<file path="config.mk">
export PLATFORM = sky130hd
export DESIGN_NAME = tec_front
export DESIGN_NICKNAME = d
export VERILOG_FILES = /design/src/sv/tec_pkg.sv /design/src/sv/tec_front.sv
export SDC_FILE = /design/constraint.sdc
export NUM_CORES = 1
export LEC_CHECK = 0
export BUFFER_PORTS_ARGS = -buffer_cell sky130_fd_sc_hd__buf_2
export CORE_MARGIN = 2
export CORE_UTILIZATION = 35
export DETAILED_ROUTE_END_ITERATION = 8
export SLEW_MARGIN = 20
export SYNTH_ARGS = -nofsm -noshare
export SYNTH_HDL_FRONTEND = slang
export SYNTH_SLANG_ARGS = --single-unit
</file>
<file path="constraint.sdc">
create_clock -name clk -period 20.8 [get_ports clk]
set_input_delay 6.24 -clock clk [delete_from_list [all_inputs] [get_ports clk]]
set_output_delay 6.24 -clock clk [all_outputs]
set_load 0.03 [all_outputs]
</file>
<file path="src/sv/tec_pkg.sv">
// ----------------------------------------------------------------------------
// tec_pkg
// types, codes and helpers shared by the transmit evidence correlator
// ----------------------------------------------------------------------------
package tec_pkg;

    // func codes on the input
    localparam logic [1:0] FUNC_SUBMIT   = 2'd0;
    localparam logic [1:0] FUNC_EVIDENCE = 2'd1;
    localparam logic [1:0] FUNC_SWEEP    = 2'd2;
    localparam logic [1:0] FUNC_UNUSED   = 2'd3;

    // result status codes
    localparam logic [2:0] ST_OK        = 3'd0;
    localparam logic [2:0] ST_OVERFLOW  = 3'd1;
    localparam logic [2:0] ST_BAD_ID    = 3'd2;
    localparam logic [2:0] ST_CROSS_GEN = 3'd3;
    localparam logic [2:0] ST_DUPLICATE = 3'd4;
    localparam logic [2:0] ST_UNMATCHED = 3'd5;
    localparam logic [2:0] ST_EXPIRED   = 3'd6;

    // configuration register indexes
    localparam logic [2:0] CFG_GENERATION    = 3'd0;
    localparam logic [2:0] CFG_CORRELATE_EN  = 3'd1;
    localparam logic [2:0] CFG_FIRST_ID      = 3'd2;
    localparam logic [2:0] CFG_LAST_ID       = 3'd3;
    localparam logic [2:0] CFG_MAX_ENTRIES   = 3'd4;
    localparam logic [2:0] CFG_MAX_RESIDENCE = 3'd5;
    localparam logic [2:0] CFG_FAIL_ON_GAP   = 3'd6;

    // tally slots
    localparam int T_SUB     = 0;
    localparam int T_OBS     = 1;
    localparam int T_LATE    = 2;
    localparam int T_LOST    = 3;
    localparam int T_DUP     = 4;
    localparam int T_CROSS   = 5;
    localparam int T_UNM     = 6;
    localparam int NUM_TALLY = 7;

    localparam int QDEPTH = 2;

    typedef enum logic [1:0] {
        OP_SUBMIT,
        OP_EVIDENCE,
        OP_SWEEP,
        OP_NONE
    } op_t;

    typedef enum logic [2:0] {
        B_IDLE,
        B_CHECK,
        B_SCAN,
        B_FINISH,
        B_OUT
    } bstate_t;

    typedef struct packed {
        logic [31:0] generation;
        logic        correlate_enable;
        logic [31:0] first_id;
        logic [31:0] last_id;
        logic [6:0]  max_entries;
        logic [47:0] max_residence;
        logic        fail_on_gap;
    } cfg_t;

    typedef struct packed {
        op_t         op;
        logic [15:0] endpoint;
        logic [31:0] id;
        logic [31:0] gen;
        logic [47:0] t;
    } item_t;

    // head of the item queue as seen by the back end
    typedef struct packed {
        logic  avail;
        item_t item;
    } queue_t;

    function automatic logic [31:0] sat_inc(input logic [31:0] v);
        return (v == 32'hFFFF_FFFF) ? v : v + 32'd1;
    endfunction

    // deadline past 48 bits counts as already overdue
    function automatic logic overdue(input logic [47:0] t, input logic [47:0] now,
                                     input logic [47:0] res);
        logic [48:0] deadline;
        deadline = {1'b0, t} + {1'b0, res};
        return deadline[48] || (now > deadline[47:0]);
    endfunction

endpackage

</file>
<file path="src/sv/tec_front.sv">
// ----------------------------------------------------------------------------
// tec_front
// accepts items, decodes the function and queues them for the back end
// ----------------------------------------------------------------------------
module tec_front (
    input  logic            clk,
    input  logic            rst_n,
    input  logic            start,
    input  logic [1:0]      func,
    input  logic [15:0]     endpoint,
    input  logic [31:0]     evidence_id,
    input  logic [31:0]     evidence_generation,
    input  logic [47:0]     time_now,
    output logic            busy,
    output tec_pkg::queue_t q,
    input  logic            pop
);
    import tec_pkg::*;

    localparam int PW = (QDEPTH > 1) ? $clog2(QDEPTH) : 1;
    localparam int CW = $clog2(QDEPTH + 1);

    item_t          q_mem [QDEPTH];
    logic [PW-1:0]  wp_reg, wp_next;
    logic [PW-1:0]  rp_reg, rp_next;
    logic [CW-1:0]  cnt_reg, cnt_next;
    item_t          in_item;
    logic           push;

    always_comb
    begin
        in_item.endpoint = endpoint;
        in_item.id       = evidence_id;
        in_item.gen      = evidence_generation;
        in_item.t        = time_now;
        case (func)
            FUNC_SUBMIT:   in_item.op = OP_SUBMIT;
            FUNC_EVIDENCE: in_item.op = OP_EVIDENCE;
            FUNC_SWEEP:    in_item.op = OP_SWEEP;
            default:       in_item.op = OP_NONE;
        endcase
    end

    assign busy    = (cnt_reg == CW'(QDEPTH));
    assign push    = start && !busy;
    assign q.avail = (cnt_reg != '0);
    assign q.item  = q_mem[rp_reg];

    always_comb
    begin
        wp_next  = wp_reg;
        rp_next  = rp_reg;
        cnt_next = cnt_reg;
        if (push)
        begin
            wp_next = (wp_reg == PW'(QDEPTH - 1)) ? '0 : wp_reg + PW'(1);
        end
        if (pop)
        begin
            rp_next = (rp_reg == PW'(QDEPTH - 1)) ? '0 : rp_reg + PW'(1);
        end
        if (push && !pop)
        begin
            cnt_next = cnt_reg + CW'(1);
        end
        else if (pop && !push)
        begin
            cnt_next = cnt_reg - CW'(1);
        end
    end

    always_ff @(posedge clk or negedge rst_n)
    begin
        if (!rst_n)
        begin
            wp_reg  <= '0;
            rp_reg  <= '0;
            cnt_reg <= '0;
        end
        else
        begin
            wp_reg  <= wp_next;
            rp_reg  <= rp_next;
            cnt_reg <= cnt_next;
        end
    end

    always_ff @(posedge clk)
    begin
        if (push)
        begin
            q_mem[wp_reg] <= in_item;
        end
    end

endmodule

</file>
# Yosys cells after proc, flatten, opt, wreduce, memory -nomap -nowiden
# Memories as Yosys holds them, arrays and structs flattened.
# Cells that the tools add are included.
# W data, S select, Z words.
[totals]
mem_bits_rw = 260
output_inout_bits = 132
elab_cells = 27
mem_count = 1
ff_bits = 4
[op_classes]
n_reduce_logical = 9
n_eq_ne = 3
muxes = 7
addsub = 4
[memory_table]
columns = ["name", "words", "word_bits", "read_ports", "rd_ports_with_merged_regs", "write_ports", "line", "source"]
rows = [
  ["q_mem", 2, 130, 1, 0, 1, "tec_front.sv:23", "item_t q_mem [QDEPTH];"],
]
[op_table]
columns = ["operator", "n"]
rows = [
  ["$pmux W2 S3", 1],
  ["$eq A2 B2 Y1 const B", 2],
  ["$mux W1", 4],
  ["$mux W2", 2],
  ["$reduce_bool A2 Y1", 2],
  ["$logic_and A1 B1 Y1", 3],
  ["$logic_not A1 Y1", 3],
  ["$add A1 B1 Y1 const B", 2],
  ["$add A2 B1 Y2 const B", 1],
  ["$eq A2 B1 Y1 const B", 1],
  ["$logic_not A2 Y1", 1],
  ["$sub A2 B1 Y2 const B", 1],
]

# Logic depth before layout (Yosys ltp)
[logic_depth]
word_depth = 7
ltp_mapped = 7
ltp_nobuf = 7

# Worst setup path after synthesis
# OpenSTA, ideal clock, no wires.
[synth_path]
kind = "input to register"
from = "input port start"
to = "memory q_mem[0][0] (netlist bit) (enable)"
setup_time_ns = 0.621
stages = 2
n_path_buf = 0
slack_ns = 8.449
required_ns = 20.179
t_arrival_ns = 11.730
path_cell_list = "nand2_1 -> nor2_1"
[synth_between]
elab_chain_cells = 3
[synth_rtl]
columns = ["element", "line", "source"]
rows = [
  ["start: declaration", "tec_front.sv:8", "input logic start,"],
  ["$logic_and A1 B1 Y1", "tec_front.sv:45", "assign push = start && !busy;"],
  ["$mux W1", "tec_front.sv:90", "if (push)"],
  ["$mux W1 (implied by the code)", "tec_front.sv:92", "q_mem[wp_reg] <= in_item;"],
  ["end: declaration", "tec_front.sv:23", ""],
]
# Every way passes these cells.

==> results by group <==
Routing
  – DRC: 0
  – Via count of the routed design: 4872
  – Drt first-iter violations: 198
  – Routed Antenna Nets: 0
  – DRT Wirelength: about 19000 um
  – First-pass DRT Iterations: 4
  – Routed len/inst: roughly 17 um
  – Number of vias per cell: 4.40

Clocking
  – Htree depth: 1
  – Num CTS Buffers: 28
  – CTS Buffer Depth: 3
  – CTS tree: built
  – Skew-Pair Late Insertion Delay: between 0.5 and 0.6 ns
  – # Post-CTS Setup Buffers: 0
  – Sink Count: 264
  – CTS resizes: 0
  – CTS Hold Bufs: 0
  – CTS clk-pin slew, worst paths: ~0.06 ns
  – CTS root buf: clkbuf_16

Yosys
  – Largest family of logic cells by synthesized area: multiplexers
  – Yosys warning count: 0
  – Post-synthesis net count: 561
  – Simple-gate share of the synthesized area: 0.00301
  – Post-Syn Instances: 426
  – Mapped cell area: roughly 10000 um2
  – #FFs+latches synth: approximately 260
  – Netlist cell types: 17
  – Compound-Gate Fraction of Synth Area: 0
  – Mux cell area share after synthesis: 0.181
  – Post-synthesis xor/xnor area fraction: 0.00440
  – Sequential-to-total area share from yosys stat: 0.794
  – Post-Syn Area per Cell: approximately 23 um2
  – Adder-Cell Fraction of Synth Area: 0.00126

STA
  – Clock skew: approximately 0.017 ns
  – Final Hold Vio Count: 0
  – Fin crit share: 0.430
  – Setup repair after global routing missed its margin: no
  – Finish-stage setup viols: 0
  – Slew @ Worst Pin: slightly below 1 ns
  – Fin. max-slew vios: 0
  – Final setup margin: roughly 12 ns
  – Setup_tns: 0 ns
  – Min Clock Period, post-route: 8.95 ns
  – Slew headroom: 0.341
  – Max Freq: approximately 110 MHz

Floorplan
  – Rows: around 60
  – Vert. Die Dim: about 170 um
  – Die area: roughly 30000 um2
  – Core ar.: between 20000 and 30000 um2
  – Ports: around 270
  – Initial Util: 0.357
  – Die span in x: 173 um

Outcome
  – Status: finished, final reports clean

Place
  – DP HPWL: 12600 um
  – RD Place Congestion: roughly 0.76
  – Placed Instance Area: ~12000 um2
  – Pre-CTS WS: approximately 12 ns
  – IO buf count: roughly 270

Min path
  – Hold wc startpoint: cnt_reg[1]
  – Hold Crit Class: register to register

Worst setup path
  – Critical Path Start Type: register
  – Critical path required time: 14.56 ns
  – Arrival time worst endpoint: 2.71 ns
  – CP Capture Type: output port
  – Worst Path Class, Setup: register to output port
  – Reg2reg start: cnt_reg[0]
  – Crit. Startpoint: rp_reg
  – Worst Path Max Fanout: between 50 and 60

Global route
  – Initial antenna violation count: 2
  – GRT Overall Usage: 0.121
  – Vias in the first global route: 5339
  – Largest net degree at the start of global routing: 72
  – Global-route wire length before repair: a little under 30000 um
  – Grt total ovfl: 0

Power and ir drop
  – Comb power frac: 0.372
  – Clk pwr share: 0.230
  – Flop pwr share: 0.399
  – Pwr/cell area: around 150 nW/um2
  – Sw Share: 0.353
  – Leakage Power: between 4 and 5 nW
  – VDD IR max: roughly 0.13 mV
  – Sw power: around 0.7 mW
  – Internal Power: 1.25 mW

Finish
  – Design area: roughly 12000 um2
  – Layout net count: approximately 840
  – Largest register FFs: between 200 and 300
  – Layout cells sized above 1: 0.604
  – Synth-to-Final Area Change: 25.3%
  – Fin util: 0.447

Flow run
  – Maxcap violations: 0
## metrics by stage
stage	instances	hold slack (ns)	power (mW)
finish	1108	0.489	1.93
detailed placement	1057	0.486	1.51
global placement	1057	0.473	1.49
global route	1108	0.506	2.01
CTS	1107	0.492	1.96
floorplan	426	0.456	1.35
## cell families (layout without fill, tap and decap cells)
kind of cell	after synthesis	in the layout
flip-flops	264	264
multiplexers	130	130
buffers and inverters	20	323
AND/OR/NAND/NOR	6	6
XOR/XNOR	5	5
adder cells (fa/ha/maj)	1	1
other	0	1
## critical path, stage by stage, from the launching register on
cell,delay [ns]
dfrtp_4,0.68
buf_4,0.76
mux2_2,0.44
buf_2,0.18
## final timing paths
check | end | slack (ns) | cells after the start
setup / recovery | q[126] | 11.85 | 3
hold / removal | cnt_reg[1] | 0.49 | 1
setup reg to reg | q_mem[0][33] | 17.94 | 5
hold reg to reg | cnt_reg[1] | 0.49 | 1
max in group asynchronous | rp_reg | 15.15 | 1
min in group asynchronous | wp_reg | 5.50 | 1
## layer usage
metal / share of wire / global-route usage / wire length [um]
met5: 0.00074 / 0 / 14
met4: 0.026 / 0.0466 / 495
met3: 0.071 / 0.0264 / 1340
met2: 0.49 / 0.210 / 9260
met1: 0.41 / 0.148 / 7720
## final cells by class
cell class	instances	area, um2
Antenna cell	1	2.50
Clock buffer	35	748
Clock inverter	15	72.6
Fill cell	2461	15500
Inverter	3	11.3
Multi-Input combinational cell	142	1900
Sequential cell	264	7910
Tap cell	378	473
Timing Repair Buffer	270	1360
## layout by cell type (no fill, tap or decap)
master      count
and3_4          1
buf_2         265
buf_4           5
clkbuf_1        6
clkbuf_16      29
clkinv_1        8
clkinv_2        4
clkinvlp_4      3
dfrtp_1         3
dfrtp_4         1
diode_2         1
edfxtp_1      260
ha_1            1
inv_1           3
mux2_2         40
mux2_4         90
nand2_1         1
nand2b_1        1
nor2_1          1
nor2_4          1
or2_2           1
xnor2_1         2
xor2_1          3
## cell usage after synthesis (all sizes together)
master / count / area share
mux2: 130 / 0.18
xnor2: 2 / 0.0018
clkbuf: 2 / 0.00075
edfxtp: 260 / 0.78
ha: 1 / 0.0013
nor2: 2 / 0.00075
dfrtp: 4 / 0.010
nand2b: 1 / 0.00063
buf: 15 / 0.015
or2: 1 / 0.00063
nand2: 1 / 0.00038
inv: 3 / 0.0011
xor2: 3 / 0.0026
and3: 1 / 0.00063
## power groups by stage
| stage | logic, mW | registers [mW] | clock network (mW) |
|---|---|---|---|
| CTS | 0.729 | 0.771 | 0.458 |
| global placement | 0.721 | 0.773 | 0 |
| global route | 0.754 | 0.780 | 0.479 |
| finish | 0.717 | 0.769 | 0.443 |
| detailed placement | 0.728 | 0.781 | 0 |
| floorplan | 0.572 | 0.780 | 0 |
No activity file was read; power rests on OpenSTA's default activity.
